===== src/rtl/rtr_pkg.sv =====
`timescale 1ns / 1ps

package rtr_pkg;

   localparam int unsigned VALUE_WIDTH = 32;
   localparam int unsigned RAW_WIDTH   = 31;
   localparam int unsigned SPAN_WIDTH  = VALUE_WIDTH + 1;
   localparam int unsigned COUNT_WIDTH = $clog2(RAW_WIDTH);

   localparam logic [VALUE_WIDTH-1:0] SEED_VALUE = 32'd12345;
   localparam logic [VALUE_WIDTH-1:0] MASK_ONE   = 32'hFFFF_FFFE;
   localparam logic [VALUE_WIDTH-1:0] MASK_TWO   = 32'hFFFF_FFF8;
   localparam logic [VALUE_WIDTH-1:0] MASK_THREE = 32'hFFFF_FFF0;
   localparam logic [VALUE_WIDTH-1:0] MASK_FOUR  = 32'hFFFF_FF80;
   localparam logic [VALUE_WIDTH-1:0] SIGN_FLIP  = 32'h8000_0000;

   localparam logic [COUNT_WIDTH-1:0] LAST_BIT = COUNT_WIDTH'(RAW_WIDTH - 1);

   typedef enum logic [3:0] {
      ST_IDLE = 4'b0001,
      ST_SPAN = 4'b0010,
      ST_DIV  = 4'b0100,
      ST_DONE = 4'b1000
   } state_type;

   typedef struct packed {
      logic [VALUE_WIDTH-1:0] c1;
      logic [VALUE_WIDTH-1:0] c2;
      logic [VALUE_WIDTH-1:0] c3;
      logic [VALUE_WIDTH-1:0] c4;
   } gen_type;

   function automatic gen_type gen_step(input gen_type g);
      gen_type r;
      r.c1 = ((g.c1 & MASK_ONE) << 18)   ^ (((g.c1 << 6) ^ g.c1) >> 13);
      r.c2 = ((g.c2 & MASK_TWO) << 2)    ^ (((g.c2 << 2) ^ g.c2) >> 27);
      r.c3 = ((g.c3 & MASK_THREE) << 7)  ^ (((g.c3 << 13) ^ g.c3) >> 21);
      r.c4 = ((g.c4 & MASK_FOUR) << 13)  ^ (((g.c4 << 3) ^ g.c4) >> 12);
      return r;
   endfunction

endpackage


===== src/rtl/ranged_tausworthe_random.sv =====
`timescale 1ns / 1ps

// channel | dir | tdata fields, lowest bit up
// req     | in  | lo_bound[31:0], hi_bound[63:32]
// rsp     | out | ranged_value[31:0], raw_value[62:32], zero[63]
//
// once a request is accepted, ST_SPAN orders the bounds and forms the span,
// ST_DIV steps the shared radix-2 compare-and-subtract unit through the raw
// value from its top bit, one remainder step per raw bit, and ST_DONE does the
// final add and loads the result; the next request is taken in ST_IDLE after that
// synchronous reset loads all four generator components with 12345
// a request is taken while a result waits; the final add holds until it leaves

module ranged_tausworthe_random (
   input  logic        clock,
   input  logic        reset,
   input  logic        req_tvalid,
   output logic        req_tready,
   input  logic [63:0] req_tdata,   // lo_bound, hi_bound
   output logic        rsp_tvalid,
   input  logic        rsp_tready,
   output logic [63:0] rsp_tdata    // ranged_value, raw_value, zero pad
);

   rtr_pkg::state_type state_ff, state_in;
   rtr_pkg::gen_type   gen_ff, gen_in, gen_next;

   logic [rtr_pkg::VALUE_WIDTH-1:0] a_ff, a_in, b_ff, b_in;
   logic [rtr_pkg::VALUE_WIDTH-1:0] lo_ff, lo_in;
   logic [rtr_pkg::SPAN_WIDTH-1:0]  span_ff, span_in;
   logic [rtr_pkg::RAW_WIDTH-1:0]   raw_ff, raw_in;
   logic [rtr_pkg::RAW_WIDTH-1:0]   rem_ff, rem_in;
   logic [rtr_pkg::COUNT_WIDTH-1:0] cnt_ff, cnt_in;
   logic                            out_valid_ff, out_valid_in;
   logic [rtr_pkg::VALUE_WIDTH-1:0] out_value_ff, out_value_in;
   logic [rtr_pkg::RAW_WIDTH-1:0]   out_raw_ff, out_raw_in;

   logic                            req_take;
   logic                            swap;
   logic [rtr_pkg::VALUE_WIDTH-1:0] hi_sel, lo_sel;
   logic [rtr_pkg::VALUE_WIDTH-1:0] gen_xor;
   logic [rtr_pkg::VALUE_WIDTH-1:0] shifted;
   logic [rtr_pkg::SPAN_WIDTH-1:0]  trial;
   logic                            fits;
   logic                            out_free;

   assign req_tready = (state_ff == rtr_pkg::ST_IDLE);
   assign req_take   = req_tvalid && req_tready;
   assign out_free   = !out_valid_ff || rsp_tready;

   assign gen_next = rtr_pkg::gen_step(gen_ff);
   assign gen_xor  = gen_next.c1 ^ gen_next.c2 ^ gen_next.c3 ^ gen_next.c4;

   // signed order of the bounds via offset binary
   assign swap   = (b_ff ^ rtr_pkg::SIGN_FLIP) < (a_ff ^ rtr_pkg::SIGN_FLIP);
   assign lo_sel = swap ? b_ff : a_ff;
   assign hi_sel = swap ? a_ff : b_ff;

   // shared compare-and-subtract unit
   assign shifted = {rem_ff, raw_ff[cnt_ff]};
   assign trial   = {1'b0, shifted} - span_ff;
   assign fits    = ({1'b0, shifted} >= span_ff);

   always_comb begin
      state_in     = state_ff;
      gen_in       = gen_ff;
      a_in         = a_ff;
      b_in         = b_ff;
      lo_in        = lo_ff;
      span_in      = span_ff;
      raw_in       = raw_ff;
      rem_in       = rem_ff;
      cnt_in       = cnt_ff;
      out_valid_in = out_valid_ff && !rsp_tready;
      out_value_in = out_value_ff;
      out_raw_in   = out_raw_ff;
      case (state_ff)
         rtr_pkg::ST_IDLE: begin
            if (req_take) begin
               a_in     = req_tdata[31:0];
               b_in     = req_tdata[63:32];
               gen_in   = gen_next;
               raw_in   = gen_xor[rtr_pkg::VALUE_WIDTH-1:1];
               state_in = rtr_pkg::ST_SPAN;
            end
         end
         rtr_pkg::ST_SPAN: begin
            lo_in    = lo_sel;
            span_in  = {1'b0, hi_sel - lo_sel} + rtr_pkg::SPAN_WIDTH'(1);
            rem_in   = '0;
            cnt_in   = rtr_pkg::LAST_BIT;
            state_in = rtr_pkg::ST_DIV;
         end
         rtr_pkg::ST_DIV: begin
            rem_in = fits ? trial[rtr_pkg::RAW_WIDTH-1:0] : shifted[rtr_pkg::RAW_WIDTH-1:0];
            cnt_in = cnt_ff - rtr_pkg::COUNT_WIDTH'(1);
            if (cnt_ff == '0) begin
               state_in = rtr_pkg::ST_DONE;
            end
         end
         rtr_pkg::ST_DONE: begin
            if (out_free) begin
               out_valid_in = 1'b1;
               out_value_in = lo_ff + {1'b0, rem_ff};
               out_raw_in   = raw_ff;
               state_in     = rtr_pkg::ST_IDLE;
            end
         end
         default: begin
            state_in = rtr_pkg::ST_IDLE;
         end
      endcase
   end

   always_ff @(posedge clock) begin
      if (reset) begin
         state_ff     <= rtr_pkg::ST_IDLE;
         gen_ff       <= '{rtr_pkg::SEED_VALUE, rtr_pkg::SEED_VALUE,
                           rtr_pkg::SEED_VALUE, rtr_pkg::SEED_VALUE};
         out_valid_ff <= 1'b0;
      end else begin
         state_ff     <= state_in;
         gen_ff       <= gen_in;
         out_valid_ff <= out_valid_in;
      end
   end

   always_ff @(posedge clock) begin
      a_ff         <= a_in;
      b_ff         <= b_in;
      lo_ff        <= lo_in;
      span_ff      <= span_in;
      raw_ff       <= raw_in;
      rem_ff       <= rem_in;
      cnt_ff       <= cnt_in;
      out_value_ff <= out_value_in;
      out_raw_ff   <= out_raw_in;
   end

   assign rsp_tvalid = out_valid_ff;
   assign rsp_tdata  = {1'b0, out_raw_ff, out_value_ff};

endmodule

===== config.mk =====
export PLATFORM = sky130hd
export DESIGN_NAME = ranged_tausworthe_random
export DESIGN_NICKNAME = d
export VERILOG_FILES = /design/src/rtl/rtr_pkg.sv /design/src/rtl/ranged_tausworthe_random.sv
export SDC_FILE = /design/constraint.sdc
export NUM_CORES = 1
export LEC_CHECK = 0
export BUFFER_PORTS_ARGS = -buffer_cell sky130_fd_sc_hd__buf_2
export CAP_MARGIN = 20
export CORE_AREA = 2 2 154 231
export DETAILED_ROUTE_END_ITERATION = 8
export DIE_AREA = 0 0 156 233
export PLACE_DENSITY = 0.84
export SYNTH_ARGS = -nofsm -noshare
export SYNTH_HDL_FRONTEND = slang
export SYNTH_SLANG_ARGS = --single-unit

===== constraint.sdc =====
create_clock -name clock -period 13.1 [get_ports clock]
set_input_delay 2.62 -clock clock [delete_from_list [all_inputs] [get_ports clock]]
set_output_delay 2.62 -clock clock [all_outputs]
set_load 0.005 [all_outputs]

* Word level (Yosys, flattened, before mapping)
Cells that the tools add are included.
** Cells by class
- Reduce and logical (&&, ||, !) cells :: 10
- $add $sub $neg :: 5
- Muxes and demuxes :: 13
- Bitwise gates (word level) :: 13
- Equal/unequal tests :: 7
- Magnitude comparators :: 3
** Operator list (number)
- $xor A32 B32 Y32 :: 7
- $mux W32 :: 2
- $pmux W31 S2 :: 1
- $add A32 B1 Y33 const B :: 1
- $ge A32 B33 Y1 :: 1
- $add A32 B31 Y32 :: 1
- $lt A32 B32 Y1 :: 1
- $sub A32 B32 Y32 :: 1
- $xor A32 B11 Y32 :: 1
- $xor A32 B19 Y32 :: 1
- $xor A32 B20 Y32 :: 1
- $xor A32 B5 Y32 :: 1
- $mux W31 :: 1
- $sub A31 B31 Y31 :: 1
- $pmux W4 S4 :: 1
- $mux W4 :: 3
- $pmux W5 S2 :: 1
- $lt A5 B6 Y1 const B :: 1
- $bmux W1 S5 :: 1
- $logic_not A5 Y1 :: 1
- $sub A5 B1 Y5 const B :: 1
- $eq A4 B1 Y1 const B :: 1
- $eq A4 B2 Y1 const B :: 1
- $eq A4 B3 Y1 const B :: 1
- other kinds (11) :: 18
** Word-level totals
- Logic and storage cells :: 66
- Flip-flop bits (word level) :: 392

* Longest topological paths before layout
- Depth in word-level cells :: 5
- Depth in mapped cells :: 25
- Gate-level depth less buffers :: 23

* Worst setup path after synthesis
Ideal clock, no wire load.
- Path kind :: register -> register
- Start point :: register state_ff[2]
- End point :: register state_ff[0]
- Library setup time :: 0.122 ns
- Path slack :: 3.891 ns
- Clock period less this slack :: 9.209 ns
- Arrival time :: 9.088 ns
- Cell stages (with the launch flop) :: 6
- Cell sequence :: dfxtp_1 nor4b_1 inv_1 nand2_1 nor2_1 a221o_1
** On the way
- Word-level cells in the longest chain between the ends :: 4
- Elaborated cells on any way between the ends :: 10
- Classes of those cells :: eq/ne (7); mux (1); reduce/logical (2)
** Ends and longest elaborated chain
- start: declaration :: RTL line ranged_tausworthe_random.sv:25 : rtr_pkg::state_type state_ff, state_in;
- start signal: assignment :: RTL line ranged_tausworthe_random.sv:117 : state_ff <= rtr_pkg::ST_IDLE;
- start signal: assignment :: RTL line ranged_tausworthe_random.sv:122 : state_ff <= state_in;
- $eq A4 B1 Y1 :: RTL line ranged_tausworthe_random.sv:47, ranged_tausworthe_random.sv:77
- $logic_and A1 B1 Y1 :: RTL line ranged_tausworthe_random.sv:48 : assign req_take = req_tvalid && req_tready;
- $ne A2 B1 Y1 (no line)
- $reduce_and A3 Y1 (no line)
Several ways; a longest one is shown, not always the timed one.
A chain may end at the register's enable or synchronous reset.

* Worst setup path in the final report
- Start point :: register b_ff[29] (netlist bit)
- End point :: register span_ff[30] (netlist bit) (data pin)
** On the way
- Word-level cells in the longest chain between the ends :: 4
- Elaborated cells on any way between the ends :: 5
- Classes of those cells :: add/sub (2); order compare (1); mux (2)
** Ends and longest elaborated chain
- start: declaration :: RTL line ranged_tausworthe_random.sv:28 : logic [rtr_pkg::VALUE_WIDTH-1:0] a_ff, a_in, b_ff, b_in;
- start signal: assignment :: RTL line ranged_tausworthe_random.sv:130 : b_ff <= b_in;
- $lt A32 B32 Y1 :: RTL line ranged_tausworthe_random.sv:55 : assign swap = (b_ff ^ rtr_pkg::SIGN_FLIP) < (a_ff ^ rtr_pkg::SIGN_FLIP);
- $mux W32 (on tied branches) :: RTL line ranged_tausworthe_random.sv:57, ranged_tausworthe_random.sv:56
- $sub A32 B32 Y32 (*) :: RTL line ranged_tausworthe_random.sv:89 : span_in = {1'b0, hi_sel - lo_sel} + rtr_pkg::SPAN_WIDTH'(1);
- $add A32 B1 Y33 (*) :: RTL line ranged_tausworthe_random.sv:89
- end signal: assignment :: RTL line ranged_tausworthe_random.sv:132 : span_ff <= span_in;
- end: declaration :: RTL line ranged_tausworthe_random.sv:30 : logic [rtr_pkg::SPAN_WIDTH-1:0] span_ff, span_in;
Every way passes the cells marked *; elsewhere a longest branch is shown, timed or not.

==> impl_metrics.py <==
metrics = {
    "run_status": {
        "status": "complete, no violations",
    },
    "worst_setup_path": {
        "path_delay_family": "compound AO/OA/AOI/OAI gates",
        "worstPathRequired_ps": 13390,
        "crit_path_end_kind": "flip-flop",
        "cpPeakStageDelay_ps": 880,
        "cp_data_arrival_time_ps": 6850,
        "worst-path-buf-inv": 0,
        "crit_cells": 19,
        "start_kind": "flip-flop",
        "cp_slowest_cell": "nor4_1",
        "crit_chain": "ha_1, nand4_1, or3_4, nor4_4, o21a_1, o211ai_1, and2_2, ha_1, a22oi_1, o211ai_2, a21o_1, a41oi_1, a21oi_1, a31oi_1, o21a_1, xor2_1, nor4_1, nand3_1, xnor2_1",
        "path_class": "flip-flop to flip-flop",
        "crit_path_max_fanout": 17,
        "reg2reg_depth": 19,
    },
    "yosys": {
        "synth.area.mux_share": 0.0214,
        "syn-num-nets": 2260,
        "yosys.area_share.simple": 0.149,
        "synth_top_family_by_area": "simple AND/OR/NAND/NOR gates",
        "async_flop_share": 0,
        "ys_warn_count": 0,
        "syn_avg_cell_area_um2": 10.0,
        "synth_ff_type": "edfxtp_1",
        "synth_enable_flop_cells": 259,
        "synth-xor-area-share": 0.107,
        "synth-compound-area-share": 0.139,
        "synthAdderAreaFrac": 0.0604,
        "synth_cell_type_count": 92,
        "synth_area_um2": 21000,
        "synth-seq-cells": 377,
        "syn_inst": 2092,
        "ys_seq_area_frac": 0.484,
    },
    "power": {
        "ir_worst_vdd_mv": 0.154,
        "p_leak_nw": 8.99,
        "powerDensity_nw_per_um2": 139,
    },
    "drt": {
        "vias_per_cell": 5.94,
        "drt-initial-drc-count": 1214,
        "vias": 15700,
        "drt-wirelength-per-cell_um": 19.8,
        "wirelength_um": 52400,
        "ant_nets": 0,
        "drt-pass1-iter-count": 8,
        "route.detailed.drc": 0,
    },
    "global_routing": {
        "grt_max_degree": 119,
        "gr-total-overflow": 0,
        "grt_use_total": 0.288,
        "antenna_found_initial": 0,
        "grt_pass1_vias": 15400,
        "grt_pass1_wl_um": 80600,
    },
    "clocking": {
        "cts_tree": "yes",
        "cts.sink_count": 377,
        "clk_path_buf_depth": 3,
        "cts_buffers": 36,
        "cts_repair_resize_count": 0,
        "ctsHoldBuffers": 0,
        "htree_levels": 2,
        "clk-insertion-delay-late_ps": 550,
        "cts-root-buf": "clkbuf_16",
        "cts.clk_slew.worst_paths_ps": 60,
        "cts_setup_buffers": 0,
    },
    "floorplan": {
        "rows": 83,
        "dieArea_um2": 36300,
        "start_util": 0.614,
        "die_height_um": 233,
        "die_w_um": 156,
        "core_area_um2": 34200,
        "io_pins": 134,
    },
    "placement": {
        "place_congestion": 1.01,
        "place_hpwl_um": 39600,
        "io_buffers": 132,
        "placed_cell_area_um2": 21900,
    },
    "sta": {
        "setup_viol": 0,
        "period_minus_slack_ps": 6560,
        "hold_viol_final": 0,
        "setup_tns_ps": 0,
        "fin_hold_ws_ps": 449,
        "worst_clock_skew_ps": 22.4,
        "rsz0062_at_grt": "false",
        "fin_crit_sh": 0.501,
        "worst_pin_slew_ps": 1000,
        "maxSlewHeadroom": 0.327,
        "fmax_ghz": 0.152,
        "slew_violations": 0,
    },
    "final_layout": {
        "finalInstanceArea_um2": 23100,
        "syn_to_final_growth_pct": 10.1,
        "final_nets": 2363,
        "layout-drive-gt1-share": 0.120,
        "antennaDiodeCount": 0,
        "final_common_cell": "nand2_1",
        "layout_common_cells": "295 x nand2_1, 259 x edfxtp_1, 185 x xnor2_1, 183 x a21oi_1, 141 x nor2_1",
        "fin_util": 0.676,
    },
    "min_path": {
        "min_path_type": "flip-flop to flip-flop",
        "hold_depth": 0,
    },
    "flow_run": {
        "maxCapViolations": 0,
    },
}
==> area by class of cell <==
class | instances | area (um2)
Fill cell | 2589 | 11100
Sequential cell | 377 | 10100
Multi-Input combinational cell | 1524 | 10000
Clock buffer | 46 | 980
Timing Repair Buffer | 147 | 793
Tap cell | 425 | 532
Inverter | 109 | 414
Clock inverter | 20 | 213
==> report_power, final <==
| group | switching, mW | total, mW | internal, mW |
|---|---|---|---|
| combinational | 0.437 | 0.711 | 0.274 |
| sequential | 0.0678 | 1.45 | 1.38 |
| clock | 0.459 | 1.06 | 0.598 |
| total | 0.963 | 3.21 | 2.25 |
==> worst paths after layout <==
kind / end / start / slack, ps
hold reg to reg: out_raw_ff[30] / raw_ff[30] / 450
setup / recovery: span_ff[30] / b_ff[29] / 6540
hold / removal: out_raw_ff[30] / raw_ff[30] / 450
setup reg to reg: span_ff[30] / b_ff[29] / 6540
==> metal layers <==
metal / routed length (um) / share of wire / global-route usage
met5: 0 / 0 / 0
met4: 3820 / 0.073 / 0.194
met3: 2730 / 0.052 / 0.0307
met2: 27400 / 0.52 / 0.523
met1: 18500 / 0.35 / 0.313
==> synth_stat cells, types with 17 or more instances <==
cell type,count,share of area
nor2_1,141,0.025
xnor2_1,185,0.077
nand4_1,22,0.0066
nand2_1,296,0.053
a31oi_1,18,0.0054
o21a_1,17,0.0061
clkbuf_1,61,0.011
mux2i_1,19,0.0091
nor2b_1,17,0.0051
nand2b_1,23,0.0069
xor2_1,70,0.029
dfxtp_1,118,0.11
ha_1,98,0.058
edfxtp_1,259,0.37
nand3_1,34,0.0081
a21o_1,32,0.011
a211oi_1,21,0.0075
nor3_1,25,0.0060
a21oi_1,184,0.044
o21ai_0,94,0.022
inv_1,109,0.020
==> kinds of logic after synthesis <==
group	count (synthesis)
flip-flops	377
multiplexers	33
adder cells (fa/ha/maj)	100
other	1
AO/OA/AOI/OAI	471
XOR/XNOR	255
buffers and inverters	191
AND/OR/NAND/NOR	664
==> registers in the layout (all words and copies together) (netlist names) <==
register	flops
raw_ff	31
out_raw_ff	31
out_value_ff	32
rsp_tvalid	1
b_ff	32
rem_ff	31
span_ff	33
state_ff	4
a_ff	32
gen_ff	113
cnt_ff	5
lo_ff	32
==> stage by stage <==
stage          total power, mW  setup slack [ps]  instances
2_1_floorplan             1.99              3890       2092
3_3_place_gp              2.15              6750       2581
3_5_place_dp              2.17              6670       2581
4_1_cts                   3.21              6640       2647
5_1_grt                   3.33              6130       2648
6_report                  3.21              6540       2648
No activity file was read; power rests on OpenSTA's default activity.
